File: src/sv/bit_packer_emulation_prevention_top_macros.svh
// Assertion macros shared by the bit packer RTL.
`ifndef BIT_PACKER_EMULATION_PREVENTION_TOP_MACROS_SVH
`define BIT_PACKER_EMULATION_PREVENTION_TOP_MACROS_SVH

// Same-cycle implication, checked outside reset.
`define BPEP_ASSERT_NOW(lbl, clk, rst_n, ante, cons, msg) \
  lbl: assert property (@(posedge clk) disable iff (!rst_n) (ante) |-> (cons)) else $error(msg);

// Next-cycle implication, checked outside reset.
`define BPEP_ASSERT_NEXT(lbl, clk, rst_n, ante, cons, msg) \
  lbl: assert property (@(posedge clk) disable iff (!rst_n) (ante) |=> (cons)) else $error(msg);

`endif

File: src/sv/bpep_pkg.sv
// Types and constants shared by the bit packer with emulation prevention.
`default_nettype none

package bpep_pkg;

  // Input transaction: the low bit_count bits of code_word are written MSB first.
  typedef struct packed {
    logic [31:0] code_word;
    logic [5:0]  bit_count;
  } in_t;

  // Output transaction: one stored byte, or an empty marker when no byte completed.
  typedef struct packed {
    logic       byte_valid;
    logic [7:0] out_byte;
    logic       is_inserted;
    logic       full_error;
    logic       last;
  } out_t;

  // Result of one merge step of the shared shift unit.
  typedef struct packed {
    logic       byte_done;
    logic [7:0] bits;
    logic [2:0] count;
    logic [5:0] rem;
  } merge_t;

  // Sequencer states.
  typedef enum logic [2:0] {
    S_IDLE,
    S_GATHER,
    S_INSERT,
    S_DATA,
    S_EMPTY
  } state_e;

  // Configuration register indexes.
  localparam logic CfgCapacity = 1'b0;
  localparam logic CfgPrevent  = 1'b1;

  // Byte constants.
  localparam logic [7:0] EpbByte  = 8'h03;
  localparam logic [7:0] EpbMask  = 8'hFC;
  localparam logic [7:0] ZeroByte = 8'h00;

  // Write width limits; a write of exactly NoPreventWidth bits skips prevention.
  localparam logic [5:0] MaxWriteBits   = 6'd32;
  localparam logic [5:0] NoPreventWidth = 6'd32;
  localparam logic [3:0] ByteBits       = 4'd8;

  // Reset values of the configuration registers.
  localparam logic [20:0] CapacityReset = 21'd1048576;
  localparam logic        PreventReset  = 1'b1;

  // Zero-run counter saturates at two.
  localparam logic [1:0] ZeroRunMax = 2'd2;

endpackage

`default_nettype wire

File: src/sv/bpep_merge.sv
// Shared shift unit: moves the next slice of a code word into the pending byte.
`default_nettype none

module bpep_merge (
  input  logic [31:0]          code_i,
  input  logic [5:0]           rem_i,
  input  logic [7:0]           pend_bits_i,
  input  logic [2:0]           pend_cnt_i,
  output bpep_pkg::merge_t     merge_o
);

  logic [3:0]  space;
  logic [3:0]  take;
  logic [5:0]  shamt;
  logic [31:0] shifted;
  logic [7:0]  mask;
  logic [7:0]  chunk;
  logic [15:0] merged;

  // Take as many bits as fit into the pending byte, or all that remain.
  always_comb begin
    space   = bpep_pkg::ByteBits - {1'b0, pend_cnt_i};
    take    = ({2'b0, space} <= rem_i) ? space : rem_i[3:0];
    shamt   = rem_i - {2'b0, take};
    shifted = code_i >> shamt;
    mask    = 8'((9'd1 << take) - 9'd1);
    chunk   = shifted[7:0] & mask;
    merged  = ({8'b0, pend_bits_i} << take) | {8'b0, chunk};
  end

  // A byte completes when the slice fills all free positions.
  always_comb begin
    merge_o.byte_done = (take == space);
    merge_o.bits      = merged[7:0];
    merge_o.count     = merge_o.byte_done ? 3'd0 : (pend_cnt_i + take[2:0]);
    merge_o.rem       = shamt;
  end

endmodule

`default_nettype wire

File: src/sv/bit_packer_emulation_prevention_top.sv
// Top level of the bit packer with H.264 emulation prevention.
`default_nettype none

`include "bit_packer_emulation_prevention_top_macros.svh"

// Packs the low bit_count bits of each code word, MSB first, into bytes and
// emits every completed byte as one output transaction, preceded by an
// inserted 0x03 when prevention is on, the write is narrower than 32 bits,
// the two bytes stored last are zero and the new byte is 0x03 or less. A
// write that completes no byte yields one transaction with byte_valid low.
// The last output of each write carries last. Once the stored byte count
// reaches capacity_bytes, full_error stays set and later bits are dropped.
// Sequence: a write is accepted in S_IDLE, the shift unit completes each
// byte in S_GATHER and a final S_GATHER pass keeps the leftover bits, and
// each stored byte, an inserted one included, is issued from S_INSERT or
// S_DATA, or S_EMPTY issues the empty transaction. A write that fills the
// buffer skips the final shift-unit pass. A single shared shift-and-merge
// unit and the single output register carry every write, and the output
// register stalls the sequencer while the consumer holds ready low. The
// input is ready only between writes. No clearing pass is needed after
// reset.
module bit_packer_emulation_prevention_top (
  input  logic             clk_i,
  input  logic             rst_ni,
  // Input channel.
  input  logic             in_valid_i,
  output logic             in_ready_o,
  input  bpep_pkg::in_t    in_data_i,
  // Output channel.
  output logic             out_valid_o,
  input  logic             out_ready_i,
  output bpep_pkg::out_t   out_data_o,
  // Configuration write port.
  input  logic             cfg_we_i,
  input  logic             cfg_idx_i,
  input  logic [20:0]      cfg_data_i
);

  bpep_pkg::state_e state_q, state_d;

  logic [20:0] cap_q;
  logic        prev_en_q;
  logic [31:0] code_q, code_d;
  logic [5:0]  rem_q, rem_d;
  logic        prevent_q, prevent_d;
  logic        emitted_q, emitted_d;
  logic [7:0]  pend_bits_q, pend_bits_d;
  logic [2:0]  pend_cnt_q, pend_cnt_d;
  logic [7:0]  byte_q, byte_d;
  logic [1:0]  zero_run_q, zero_run_d;
  logic [20:0] stored_q, stored_d;
  logic        full_q, full_d;
  logic        out_valid_q, out_valid_d;
  bpep_pkg::out_t out_q, out_d;

  bpep_pkg::merge_t merge;
  logic        accept;
  logic        out_free;
  logic        ins_cond;
  logic [5:0]  n_clamped;
  logic [7:0]  store_val;
  logic [20:0] stored_inc;
  logic        full_new;
  logic [1:0]  zero_run_new;

  // Shared shift-and-merge unit.
  bpep_merge u_merge (
    .code_i      (code_q),
    .rem_i       (rem_q),
    .pend_bits_i (pend_bits_q),
    .pend_cnt_i  (pend_cnt_q),
    .merge_o     (merge)
  );

  // Handshake and shared byte-store arithmetic.
  always_comb begin
    accept       = in_valid_i && in_ready_o;
    out_free     = !out_valid_q || out_ready_i;
    n_clamped    = (in_data_i.bit_count > bpep_pkg::MaxWriteBits) ?
                   bpep_pkg::MaxWriteBits : in_data_i.bit_count;
    ins_cond     = prevent_q && (zero_run_q == bpep_pkg::ZeroRunMax) &&
                   ((merge.bits & bpep_pkg::EpbMask) == bpep_pkg::ZeroByte);
    store_val    = (state_q == bpep_pkg::S_INSERT) ? bpep_pkg::EpbByte : byte_q;
    stored_inc   = stored_q + 21'd1;
    full_new     = full_q || (stored_inc >= cap_q);
    if (store_val == bpep_pkg::ZeroByte) begin
      zero_run_new = (zero_run_q == bpep_pkg::ZeroRunMax) ? zero_run_q : zero_run_q + 2'd1;
    end else begin
      zero_run_new = 2'd0;
    end
  end

  // Next-state logic of the sequencer.
  always_comb begin
    state_d = state_q;
    unique case (state_q)
      bpep_pkg::S_IDLE: begin
        if (in_valid_i) state_d = bpep_pkg::S_GATHER;
      end
      bpep_pkg::S_GATHER: begin
        if (merge.byte_done) begin
          state_d = ins_cond ? bpep_pkg::S_INSERT : bpep_pkg::S_DATA;
        end else begin
          state_d = emitted_q ? bpep_pkg::S_IDLE : bpep_pkg::S_EMPTY;
        end
      end
      bpep_pkg::S_INSERT: begin
        if (out_free) state_d = full_new ? bpep_pkg::S_IDLE : bpep_pkg::S_DATA;
      end
      bpep_pkg::S_DATA: begin
        if (out_free) state_d = full_new ? bpep_pkg::S_IDLE : bpep_pkg::S_GATHER;
      end
      bpep_pkg::S_EMPTY: begin
        if (out_free) state_d = bpep_pkg::S_IDLE;
      end
      default: state_d = bpep_pkg::S_IDLE;
    endcase
  end

  // Output logic of the sequencer.
  always_comb begin
    in_ready_o = (state_q == bpep_pkg::S_IDLE);
  end

  // Datapath updates driven by the sequencer.
  always_comb begin
    code_d      = code_q;
    rem_d       = rem_q;
    prevent_d   = prevent_q;
    emitted_d   = emitted_q;
    pend_bits_d = pend_bits_q;
    pend_cnt_d  = pend_cnt_q;
    byte_d      = byte_q;
    zero_run_d  = zero_run_q;
    stored_d    = stored_q;
    full_d      = full_q;
    out_valid_d = out_valid_q && !out_ready_i;
    out_d       = out_q;

    unique case (state_q)
      bpep_pkg::S_IDLE: begin
        if (accept) begin
          code_d    = in_data_i.code_word;
          // A write while full is dropped entirely.
          rem_d     = full_q ? 6'd0 : n_clamped;
          prevent_d = prev_en_q && (n_clamped != bpep_pkg::NoPreventWidth);
          emitted_d = 1'b0;
        end
      end
      bpep_pkg::S_GATHER: begin
        rem_d = merge.rem;
        if (merge.byte_done) begin
          byte_d      = merge.bits;
          pend_bits_d = 8'd0;
          pend_cnt_d  = 3'd0;
        end else begin
          pend_bits_d = merge.bits;
          pend_cnt_d  = merge.count;
        end
      end
      bpep_pkg::S_INSERT, bpep_pkg::S_DATA: begin
        if (out_free) begin
          zero_run_d        = zero_run_new;
          stored_d          = stored_inc;
          full_d            = full_new;
          emitted_d         = 1'b1;
          out_valid_d       = 1'b1;
          out_d.byte_valid  = 1'b1;
          out_d.out_byte    = store_val;
          out_d.full_error  = full_new;
          if (state_q == bpep_pkg::S_INSERT) begin
            out_d.is_inserted = 1'b1;
            out_d.last        = full_new;
          end else begin
            // Last when the buffer fills or too few bits remain for another byte.
            out_d.is_inserted = 1'b0;
            out_d.last        = full_new || (rem_q < {2'b0, bpep_pkg::ByteBits});
          end
          // Filling the buffer drops the rest of the write.
          if (full_new) rem_d = 6'd0;
        end
      end
      bpep_pkg::S_EMPTY: begin
        if (out_free) begin
          out_valid_d       = 1'b1;
          out_d.byte_valid  = 1'b0;
          out_d.out_byte    = bpep_pkg::ZeroByte;
          out_d.is_inserted = 1'b0;
          out_d.full_error  = full_q;
          out_d.last        = 1'b1;
        end
      end
      default: begin
        out_valid_d = out_valid_q && !out_ready_i;
      end
    endcase
  end

  // Control registers.
  always_ff @(posedge clk_i or negedge rst_ni) begin
    if (!rst_ni) begin
      state_q     <= bpep_pkg::S_IDLE;
      cap_q       <= bpep_pkg::CapacityReset;
      prev_en_q   <= bpep_pkg::PreventReset;
      rem_q       <= 6'd0;
      prevent_q   <= 1'b0;
      emitted_q   <= 1'b0;
      pend_bits_q <= 8'd0;
      pend_cnt_q  <= 3'd0;
      zero_run_q  <= 2'd0;
      stored_q    <= 21'd0;
      full_q      <= 1'b0;
      out_valid_q <= 1'b0;
    end else begin
      state_q     <= state_d;
      rem_q       <= rem_d;
      prevent_q   <= prevent_d;
      emitted_q   <= emitted_d;
      pend_bits_q <= pend_bits_d;
      pend_cnt_q  <= pend_cnt_d;
      zero_run_q  <= zero_run_d;
      stored_q    <= stored_d;
      full_q      <= full_d;
      out_valid_q <= out_valid_d;
      if (cfg_we_i) begin
        unique case (cfg_idx_i)
          bpep_pkg::CfgCapacity: cap_q     <= cfg_data_i;
          bpep_pkg::CfgPrevent:  prev_en_q <= cfg_data_i[0];
          default:               cap_q     <= cap_q;
        endcase
      end
    end
  end

  // Payload registers.
  always_ff @(posedge clk_i) begin
    code_q <= code_d;
    byte_q <= byte_d;
    out_q  <= out_d;
  end

  // Output port drive.
  assign out_valid_o = out_valid_q;
  assign out_data_o  = out_q;

  // An inserted byte is 0x03 and ends a write only when the buffer filled.
  `BPEP_ASSERT_NOW(a_insert_form, clk_i, rst_ni, out_valid_o && out_data_o.is_inserted, out_data_o.byte_valid && (out_data_o.out_byte == bpep_pkg::EpbByte) && (!out_data_o.last || out_data_o.full_error), "inserted byte malformed")

  // An empty marker is always the final and only result of its write.
  `BPEP_ASSERT_NOW(a_empty_last, clk_i, rst_ni, out_valid_o && !out_data_o.byte_valid, out_data_o.last && (out_data_o.out_byte == bpep_pkg::ZeroByte) && !out_data_o.is_inserted, "empty result malformed")

  // The full flag is sticky.
  `BPEP_ASSERT_NEXT(a_full_sticky, clk_i, rst_ni, full_q, full_q, "full flag cleared")

endmodule

`default_nettype wire
File: config.mk
export PLATFORM = sky130hd
export DESIGN_NAME = bit_packer_emulation_prevention_top
export DESIGN_NICKNAME = d
export VERILOG_FILES = /design/src/sv/bpep_pkg.sv /design/src/sv/bpep_merge.sv /design/src/sv/bit_packer_emulation_prevention_top.sv
export VERILOG_INCLUDE_DIRS = /design/src /design/src/sv
export SDC_FILE = /design/constraint.sdc
export NUM_CORES = 1
export LEC_CHECK = 0
export BUFFER_PORTS_ARGS = -buffer_cell sky130_fd_sc_hd__buf_4
export CAP_MARGIN = 20
export CORE_UTILIZATION = 54
export CTS_CLUSTER_SIZE = 25
export DETAILED_ROUTE_END_ITERATION = 7
export PLACE_DENSITY_LB_ADDON = 0.12
export SLEW_MARGIN = 5
export SYNTH_ARGS = -nofsm -noshare
export SYNTH_HDL_FRONTEND = slang
export SYNTH_HIERARCHICAL = 1
export SYNTH_SLANG_ARGS = --single-unit
File: constraint.sdc
create_clock -name clk_i -period 6.2 [get_ports clk_i]
set_input_delay 0.93 -clock clk_i [delete_from_list [all_inputs] [get_ports clk_i]]
set_output_delay 0.93 -clock clk_i [all_outputs]
set_load 0.02 [all_outputs]
==> results of run 1 <==
flip-flops by register name (all words and copies together) (netlist names):
name and cells:
byte_q 8, cap_q 21, code_q 32, emitted_q 1, full_q 1, out_data_o 12
out_valid_o 1, pend_bits_q 8, pend_cnt_q 3, prev_en_q 1, prevent_q 1, rem_q 6
state_q 3, stored_q 21, zero_run_q 2
critical path, cell delays in order, from the launching register on:
cell and delay, ns:
dfrtp_1 0.45, inv_1 0.12, ha_1 0.37, ha_1 0.31, and2_1 0.17, a2111o_4 0.53, and2_1 0.28, a21oi_4 0.20
inv_2 0.13, ha_1 0.23, fa_1 0.58, buf_12 0.24, mux4_2 0.55, mux2i_1 0.16, mux4_2 0.27, o32a_1 0.15
a31oi_1 0.06, nor4_1 0.30, a41oi_1 0.16, a211oi_1 0.28, o22ai_1 0.12
synth_stat cells (5+ instances only):
library cell	number	share of area, %
a21o_1	5	0.49
a21oi_1	13	0.85
a22o_1	6	0.69
and2_1	9	0.74
buf_2	9	0.59
clkbuf_1	15	0.74
dfrtp_1	67	22
edfxtp_1	52	20
ha_1	33	5.4
inv_1	43	2.1
mux2_2	12	1.8
mux2i_1	45	5.9
mux4_1	7	2.4
mux4_2	27	8.0
nand2_1	93	4.6
nand2b_1	5	0.41
nand3_1	13	0.85
nand3b_1	11	1.1
nand4_1	9	0.74
nor2_1	50	2.5
nor3_1	14	0.92
o21ai_0	30	2.0
xnor2_1	22	2.5
xor2_1	24	2.8
per-stage QoR:
stage / setup slack, ns / util [%] / power (mW) / instances
2_1_floorplan: 0.399 / - / 3.98 / 686
3_3_place_gp: 0.621 / 60.8 / 4.78 / 926
3_5_place_dp: 0.364 / 61.1 / 4.87 / 928
4_1_cts: 0.325 / 65.6 / 5.90 / 960
5_1_grt: 0.0358 / 65.8 / 6.29 / 961
6_report: 0.366 / 65.8 / 5.90 / 961
per-layer routing:
| metal | up-vias | track usage [%] |
|---|---|---|
| li1 | 2634 | - |
| met3 | 20 | 5.26 |
| met2 | 144 | 37.3 |
| met1 | 2635 | 32.7 |
| met4 | 0 | 8.87 |
| met5 | - | 0 |
where the power goes:
group	total [mW]	internal, mW	switching, mW
Clock	1.01	0.661	0.346
Combinational	3.66	1.76	1.91
Sequential	1.23	1.10	0.127
Total	5.90	3.52	2.38
cells by family after synthesis:
kind of cell             count (synthesis)  synth area share (%)
AO/OA/AOI/OAI                           90                  8.85
multiplexers                            92                  18.2
buffers and inverters                   74                  4.03
flip-flops                             121                  43.1
XOR/XNOR                                50                  6.28
adder cells (fa/ha/maj)                 35                  5.93
AND/OR/NAND/NOR                        224                  13.6
worst max-delay path by stage:
stage	from	end	slack, ns
2_1_floorplan	pend_cnt_q[0]	state_q[0]	0.40
3_3_place_gp	pend_cnt_q[0]	state_q[0]	0.62
3_5_place_dp	pend_cnt_q[0]	state_q[0]	0.36
4_1_cts	pend_cnt_q[0]	state_q[0]	0.33
5_1_grt	pend_cnt_q[0]	state_q[0]	0.04
6_report	pend_cnt_q[0]	state_q[0]	0.37
placed cells by master (no fill, tap or decap), types with 3 or more instances in the layout:
cell type,instances
and2_1,9
nor3_1,14
clkbuf_16,19
o21a_1,3
nor2b_1,3
mux4_1,7
mux4_2,27
clkbuf_8,6
clkinv_2,3
buf_4,86
mux2i_1,45
o22ai_1,3
xnor2_1,22
and3_1,4
nand4_1,9
edfxtp_1,52
inv_2,3
mux2_2,12
ha_1,33
o31ai_1,3
a21o_1,5
inv_1,43
xnor2_2,3
xor2_1,24
a21oi_1,13
a31oi_1,3
dfrtp_1,67
nand3_1,13
nor2_1,50
nand2_1,93
nand2b_1,5
buf_12,3
a22o_1,6
o21ai_0,30
nand3b_1,11
area by class of cell:
class	count	area, µm²	area share [%]
multi-input combinational	491	4040	44.4
sequential	121	3290	36.2
timing repair buffer	91	748	8.23
clock buffer	27	566	6.22
tap	180	225	2.48
inverter	46	173	1.90
clock inverter	5	52.6	0.578
==> run metrics, run 1 <==
Die W=121 µm; Fin. Hold Viols=0; dpl hpwl=11800 µm; run status=completed; Via Count=5433; initial cell density of the core=55.2%; CTS root buf=clkbuf_16; count of nets after finishing=868; minimum hold slack=0.475 ns; Async S/R FF share, synth=57.0%; total routed wirelength=15800 µm; path type of the worst min-delay path=flip-flop to flip-flop; fillcell total=1030; clock tree from TritonCTS=done; dominant synthesized flop cell=dfrtp_1; number of port buffers=78; highest routing layer actually used=met4; final critical delay including setup and external delays=5.83 ns; reg-to-reg setup timing slack=0.37 ns; top-level port count=79; Iteration-0 DRC Markers=313; hold path cells=2; CTS Sinks=121; worst setup skew after layout=0.00530 ns; relative max-transition margin=39.2%; average wire per standard cell=16.5 µm; EDFF count, synth=52; reg-to-reg startpoint=pend_cnt_q[0]; worst r2r path cells=20; detail-routed via count per cell=5.65; post-route ant nets=0; fraction of layout cells with a size suffix above 1=23.7%; final setup fails=0; post-synthesis instance total=686; full die area=14600 µm²; count of TritonRoute iterations in the first routing pass=5; vertical die dimension=121 µm; final slew viol count=0; summed instance area of the synthesized netlist=7630 µm²; Hold Path Sink=pend_bits_q[7]; hold-fix buffers at CTS=0; yosys synthesis warning count=6; total routing resource utilization after global routing=23.9%; RSZ-0062 raised after global routing=no; critical path class=flip-flop to flip-flop; pin count of the biggest net entering global routing=70; total setup buffers inserted after CTS=0; Met3 Wirelength=733 µm; leakage component of the power=4.23 nW; met1 WL=7380 µm; DP Area=8450 µm²; type of destination of the critical path=flip-flop; Resized cells post-CTS=0; Post-Synthesis Mean Instance Area=11.1 µm²; number of global-route vias before repair=5380; Layout Cell Area excl Fill=9090 µm²; routability-driven placement congestion ratio=0.875; Max FO, Critical Path=34; number of storage elements in the synthesis netlist=121; count of different cell masters after synthesis=68; final global-route overflow total=0; worst-case clock buffer depth=2; clock insertion delay at the later pin of the skew report=0.42 ns; Syn-to-layout area delta=19.1%; routed length on met2=7490 µm; clock-pin slew of the registers on the worst-case setup and hold paths=0.05 ns; # Max-Cap Violations=0; core footprint=13800 µm²; sequential element share of the synthesized area=43.1%; first-pass GRT wire length=26600 µm; Setup Total Neg Slack=0 ns; kind of launch point of the worst setup path=flip-flop; antenna violations before repair=0; worst voltage drop across the vdd grid=0.000396 V; Max H-tree Level=4; fmax=171 MHz; number of remaining DRC errors=0; Data required, critical path=6.48 ns; capturing point of the worst reg2reg path=state_q[0]; diode count=0; CTS buffer count=17; final critical-path share of the clock period=94.1%; standard-cell row count=43; areal power density over the cells=649 nW/µm²; post-synth net total=786; slew at the pin closest to its max-slew limit=0.912 ns; CP arrival=6.11 ns; worst min-delay path startpoint=pend_bits_q[7]
Power figures use the tool's default switching activity.
==> run 2: changes to the inputs <==
--- a/config.mk
+++ b/config.mk
@@ -11,7 +11,9 @@
 export CORE_UTILIZATION = 54
 export CTS_CLUSTER_SIZE = 25
 export DETAILED_ROUTE_END_ITERATION = 7
+export MAX_ROUTING_LAYER = met4
 export PLACE_DENSITY_LB_ADDON = 0.12
+export REMOVE_ABC_BUFFERS = 1
 export SLEW_MARGIN = 5
 export SYNTH_ARGS = -nofsm -noshare
 export SYNTH_HDL_FRONTEND = slang
==> run 2 against run 1 <==
Effect of this change: register-to-register slack worse by 0.03 ns; largest cell class unchanged; final cell count is 0.21% higher; flip-flop and latch count stayed put; setup slack worse by 0.026 ns; total power is 1.6% higher; clock-buffer cell count is 8 lower; fmax is 0.44% lower.
==> run metrics, run 2 (synthesis results as in run 1) <==
leakage component of the power=4.23 nW (about the same); worst-case clock buffer depth=2 (unchanged); detail-routed via count per cell=5.74 (+1.6%); number of port buffers=78 (unchanged); Placed Instances=930 (+0.22%); worst voltage drop across the vdd grid=0.000355 V (-10%); run status=completed; most common library cell in the layout ignoring fill and taps=nand2_1; # Max-Cap Violations=0 (unchanged); type of destination of the critical path=flip-flop; critical path class=flip-flop to flip-flop; Data required, critical path=6.47 ns (about the same); areal power density over the cells=659 nW/µm² (+1.6%); slew at the pin closest to its max-slew limit=0.930 ns (+0.0176 ns); Max H-tree Level=4 (unchanged); final setup fails=0 (unchanged); final slew viol count=0 (unchanged); register ranked first by flip-flop count=code_q; kind of launch point of the worst setup path=flip-flop; count of nets after finishing=870 (+0.23%); fillcell total=1049 (+1.8%); antenna violations before repair=0 (unchanged); relative max-transition margin=37.8% (-1.4 points); combined area of the multi-input logic cells=4040 µm² (unchanged); smallest setup slack after layout=0.340 ns (-0.0257 ns); Resized cells post-CTS=0 (unchanged); diode count=0 (unchanged); CTS buffer count=17 (unchanged); minimum hold slack=0.476 ns (+0.000684 ns); fmax=171 MHz (-0.44%); clock-pin slew of the registers on the worst-case setup and hold paths=0.06 ns (about the same); Fin. Hold Viols=0 (unchanged); most frequent cells in the layout=93 x nand2_1, 90 x buf_4, 67 x dfrtp_1; Syn-to-layout area delta=19.1% (about the same); first-pass GRT wire length=27300 µm (+2.4%); clock insertion delay at the later pin of the skew report=0.42 ns (about the same); Max FO, Critical Path=34 (unchanged); DP Area=8440 µm² (-0.15%); CTS root buf=clkbuf_16; non-filler instance count after layout=963 (+0.21%); post-route ant nets=0 (unchanged); final critical delay including setup and external delays=5.86 ns (+0.0257 ns); Die W=121 µm (unchanged); standard-cell row count=43 (unchanged); number of global-route vias before repair=5529 (+2.8%); count of TritonRoute iterations in the first routing pass=5 (unchanged); dpl hpwl=12100 µm (+2.3%); pin count of the biggest net entering global routing=70 (unchanged); worst setup skew after layout=0.00927 ns (+0.00397 ns); Setup Total Neg Slack=0 ns (unchanged); Storage cell area=3290 µm² (unchanged); initial cell density of the core=55.2% (unchanged); clock tree from TritonCTS=done; fraction of layout cells with a size suffix above 1=24.0% (+0.32 points); Power, Total=5.99 mW (+1.6%); routability-driven placement congestion ratio=0.897 (+2.5%); number of remaining DRC errors=0 (unchanged); final global-route overflow total=0 (unchanged); Post-Place Worst Slack=0.393 ns (+0.0288 ns); CP arrival=6.14 ns (+0.03 ns); Iteration-0 DRC Markers=318 (+1.6%); vertical die dimension=121 µm (unchanged); Via Count=5531 (+1.8%); total setup buffers inserted after CTS=0 (unchanged); average wire per standard cell=17.1 µm (+3.9%); RSZ-0062 raised after global routing=no; core footprint=13800 µm² (unchanged); path type of the worst min-delay path=flip-flop to flip-flop; Largest register FFs=32 (unchanged); Layout Cell Area excl Fill=9090 µm² (about the same); registers with the highest flip-flop counts=code_q (32), cap_q (21), stored_q (21); full die area=14600 µm² (unchanged); total routed wirelength=16500 µm (+4.1%); total routing resource utilization after global routing=25.2% (+1.3 points); CTS Sinks=121 (unchanged); final core utilization=65.7% (about the same); top-level port count=79 (unchanged); final critical-path share of the clock period=94.5% (+0.41 points)
==> run 2: cell types whose count changed in the layout (fill, tap and decap cells not counted) <==
| cell | change |
|---|---|
| buf_12 | -1 |
| clkinv_4 | +4 |
| clkbuf_16 | -1 |
| clkbuf_8 | -6 |
| buf_4 | +4 |
| buf_8 | -1 |
| clkinv_2 | -1 |
| clkinvlp_4 | +1 |
| bufinv_16 | +2 |
| clkbuf_1 | -1 |
| inv_6 | +2 |
==> run 2: worst paths after layout <==
| check | startpoint | endpoint | slack [ns] | depth (start not counted) |
|---|---|---|---|---|
| setup / recovery | pend_cnt_q[0] | state_q[0] | 0.34 | 20 |
| hold / removal | zero_run_q[0] | zero_run_q[0] | 0.48 | 1 |
| setup reg to reg | pend_cnt_q[0] | state_q[0] | 0.34 | 20 |
| hold reg to reg | zero_run_q[0] | zero_run_q[0] | 0.48 | 1 |
| max in group asynchronous | rst_ni | cap_q[6] | 4.98 | 1 |
| min in group asynchronous | rst_ni | cap_q[17] | 0.63 | 1 |
==> run 2: repair_timing <==
action / 4_1_cts / 5_1_grt
endpoints found under the setup margin: 0 / 1
endpoints found under the hold margin: 0 / 0
hold buffers: 0 / 0
==> run 2: power by group <==
group          internal [mW]  leakage (nW)  switching, mW
Combinational           1.79          2.55           1.94
Sequential              1.10          1.39          0.133
Clock                  0.659         0.299          0.373
Total                   3.55          4.23           2.44
==> run 2: routing by layer <==
layer / part of all wire, % / track usage, % / up-vias
met5: 0 / - / -
met3: 4.7 / 6.39 / 21
met4: 1.6 / 8.33 / 0
met2: 48 / 38.9 / 153
li1: - / - / 2659
met1: 45 / 32.6 / 2698
==> run 2: layout make-up <==
cell class / instances / share of cell area (%)
clock buffer: 19 / 5.00
clock inverter: 13 / 1.84
multi-input combinational: 491 / 44.4
tap: 180 / 2.48
inverter: 46 / 1.90
timing repair buffer: 93 / 8.18
sequential: 121 / 36.2
==> run 2: worst max-delay path, stage by stage (launching register included) <==
cell and delay [ns]:
dfrtp_1 0.45, inv_1 0.11, ha_1 0.36, ha_1 0.31, and2_1 0.17, a2111o_4 0.54
and2_1 0.28, a21oi_4 0.33, inv_2 0.07, ha_1 0.22, fa_1 0.55, buf_12 0.24
mux4_2 0.54, mux2i_1 0.21, mux4_1 0.29, or3_1 0.12, o21ai_1 0.10, nor4_1 0.30
a41oi_1 0.17, a211oi_1 0.24, o22ai_1 0.11
==> run 3: changes to the inputs <==
--- a/config.mk
+++ b/config.mk
@@ -6,11 +6,11 @@
 export SDC_FILE = /design/constraint.sdc
 export NUM_CORES = 1
 export LEC_CHECK = 0
-export BUFFER_PORTS_ARGS = -buffer_cell sky130_fd_sc_hd__buf_4
 export CAP_MARGIN = 20
-export CORE_UTILIZATION = 54
+export CORE_UTILIZATION = 58
 export CTS_CLUSTER_SIZE = 25
 export DETAILED_ROUTE_END_ITERATION = 7
+export DONT_BUFFER_PORTS = 1
 export MAX_ROUTING_LAYER = met4
 export PLACE_DENSITY_LB_ADDON = 0.12
 export REMOVE_ABC_BUFFERS = 1
==> run 3 against run 2 <==
Effect of this change: critical endpoint unchanged; final area decreased by 5.9%; non-clock buffer count decreased by 79; critical path type unchanged; routed wire length down 3.2%; largest cell class unchanged; fmax rose by 1.1%.
==> run metrics, run 3 (synthesis results as in run 1) <==
kind of launch point of the worst setup path=flip-flop; leakage component of the power=3.88 nW (-8.4%); worst setup skew after layout=0.00737 ns (-0.00189 ns); average wire per standard cell=18.2 µm (+6.4%); pin count of the biggest net entering global routing=70 (unchanged); core footprint=12700 µm² (-8.0%); power share of the combinational group=60.0% (-2.2 points); proportion of power drawn by flip-flops and latches=21.0% (+0.4 points); dpl hpwl=11400 µm (-5.2%); # Max-Cap Violations=0 (unchanged); areal power density over the cells=708 nW/µm² (+7.4%); count of TritonRoute iterations in the first routing pass=5 (unchanged); number of port buffers=0 (-100%); fillcell total=965 (-8.0%); CTS root buf=clkbuf_16; number of global-route vias before repair=5070 (-8.3%); hold-fix buffers at CTS=0 (unchanged); CTS buffer count=17 (unchanged); CP arrival=6.07 ns (-0.07 ns); full die area=13600 µm² (-6.8%); first-pass GRT wire length=26200 µm (-3.8%); clock network power share=19.0% (+1.8 points); Via Count=5138 (-7.1%); count of nets after finishing=791 (-9.1%); routability-driven placement congestion ratio=0.888 (-1.0%); register ranked first by flip-flop count=code_q; standard-cell row count=41 (-4.7%); worst-case clock buffer depth=2 (unchanged); reg-to-reg setup timing slack=0.40 ns (+0.06 ns); most frequent cells in the layout=93 x nand2_1, 67 x dfrtp_1, 52 x edfxtp_1; type of destination of the critical path=flip-flop; total routed wirelength=16000 µm (-3.2%); Largest register FFs=32 (unchanged); total routing resource utilization after global routing=26.8% (+1.5 points); final setup fails=0 (unchanged); Iteration-0 DRC Markers=328 (+3.1%); final slew viol count=0 (unchanged); initial cell density of the core=60.0% (+4.8 points); top-level port count=79 (unchanged); switching share of power=40.1% (-0.68 points); worst voltage drop across the vdd grid=0.000405 V (+14%); Setup Total Neg Slack=0 ns (unchanged); Syn-to-layout area delta=12.0%; Data required, critical path=6.47 ns (about the same); RSZ-0062 raised after global routing=no; most common library cell in the layout ignoring fill and taps=nand2_1; detail-routed via count per cell=5.87 (+2.1%); final core utilization=67.2% (+1.5 points); switching pwr=2.43 mW (-0.63%); clock insertion delay at the later pin of the skew report=0.42 ns (about the same); Max H-tree Level=4 (unchanged); fmax=172 MHz (+1.1%); diode count=0 (unchanged); final global-route overflow total=0 (unchanged); Fin. Hold Viols=0 (unchanged); Die W=117 µm (-3.5%); critical path class=flip-flop to flip-flop; relative max-transition margin=38.2% (+0.38 points); total setup buffers inserted after CTS=0 (unchanged); CTS Sinks=121 (unchanged); run status=completed; post-route ant nets=0 (unchanged); Storage cell area=3290 µm² (unchanged); registers with the highest flip-flop counts=code_q (32), cap_q (21), stored_q (21); antenna violations before repair=0 (unchanged); combined area of the multi-input logic cells=4040 µm² (+0.16%); number of remaining DRC errors=0 (unchanged); Max FO, Critical Path=34 (unchanged); clock-pin slew of the registers on the worst-case setup and hold paths=0.06 ns (about the same); Pint=3.63 mW (+2.2%); path type of the worst min-delay path=input pin to asynchronous set/reset pin; final critical-path share of the clock period=93.5% (-0.98 points); final critical delay including setup and external delays=5.80 ns (-0.0610 ns); fraction of layout cells with a size suffix above 1=15.3% (-8.7 points); vertical die dimension=117 µm (-3.5%); slew at the pin closest to its max-slew limit=0.924 ns (-0.00573 ns); clock tree from TritonCTS=done
-- run 3: changes by cell type in the layout (fill, tap and decap cells not counted), moves of 2 or more --
| cell | change |
|---|---|
| buf_4 | -79 |
| inv_6 | -2 |
| bufinv_16 | +4 |
| clkinv_1 | +2 |
| clkinv_4 | -3 |
-- run 3: area by class of cell --
cell class              count  area share (%)
flip-flops and latches    121            38.5
multi-input cells         491            47.3
clock buffers              18            5.02
inverters                  46            2.02
well taps                 172            2.52
repair buffers             14            1.76
clock inverters            14            2.94
-- run 3: routing by layer --
metal  wire (µm)  share of wire (%)  vias up  global-route usage, %
li1            -                  -     2493                      -
met1        7360                 46     2482                   35.1
met2        7470                 47      140                   40.6
met3         860                5.4       23                   6.69
met4         286                1.8        0                   9.20
met5           0                  0        -                      -
-- run 3: path summary, 6_finish.rpt --
path	to	startpoint	cells after the start
max reg2reg	state_q[0]	pend_cnt_q[0]	20
min in group clk_i	zero_run_q[0]	zero_run_q[0]	1
max in group asynchronous	prev_en_q	rst_ni	0
min reg2reg	zero_run_q[0]	zero_run_q[0]	1
min	cap_q[17]	rst_ni	0
max	state_q[0]	pend_cnt_q[0]	20
-- run 3: critical path, cell delays in order (launching register included) --
cell and delay [ns]:
dfrtp_1 0.46, inv_1 0.10, ha_1 0.36, ha_1 0.31, and2_1 0.17, a2111o_4 0.54, and2_1 0.28, a21oi_4 0.19
inv_2 0.12, ha_1 0.23, fa_1 0.57, buf_12 0.24, mux4_2 0.55, mux2i_1 0.16, mux4_2 0.27, o32a_1 0.14
a31oi_1 0.06, nor4_2 0.35, a41oi_1 0.16, a211oi_1 0.25, o22ai_1 0.12
-- run 3: timing repair --
action | 4_1_cts | 5_1_grt
endpoints found under the hold margin | 0 | 0
setup endpoints to repair | 0 | 1
gates resized for setup | 0 | 1
-- run 3: power by group through the flow --
stage          clock [mW]  sequential (mW)  combinational, mW
4_1_cts              1.16             1.28               3.60
3_5_place_dp            0             1.29               3.58
3_3_place_gp            0             1.28               3.55
2_1_floorplan           0             1.23               2.67
6_report             1.15             1.27               3.63
5_1_grt              1.19             1.30               3.96
-- run 3: through the flow --
stage	power [mW]	std cells	hold WS, ns	worst slack (ns)	cell area [µm²]
after floorplan	3.91	658	0.438	0.0418	7500
after global placement	4.82	843	0.458	0.494	7840
after detailed placement	4.86	843	0.474	0.330	7840
after CTS	6.03	875	0.188	0.301	8520
after global routing	6.45	876	0.190	0.0167	8550
final	6.06	876	0.203	0.401	8550
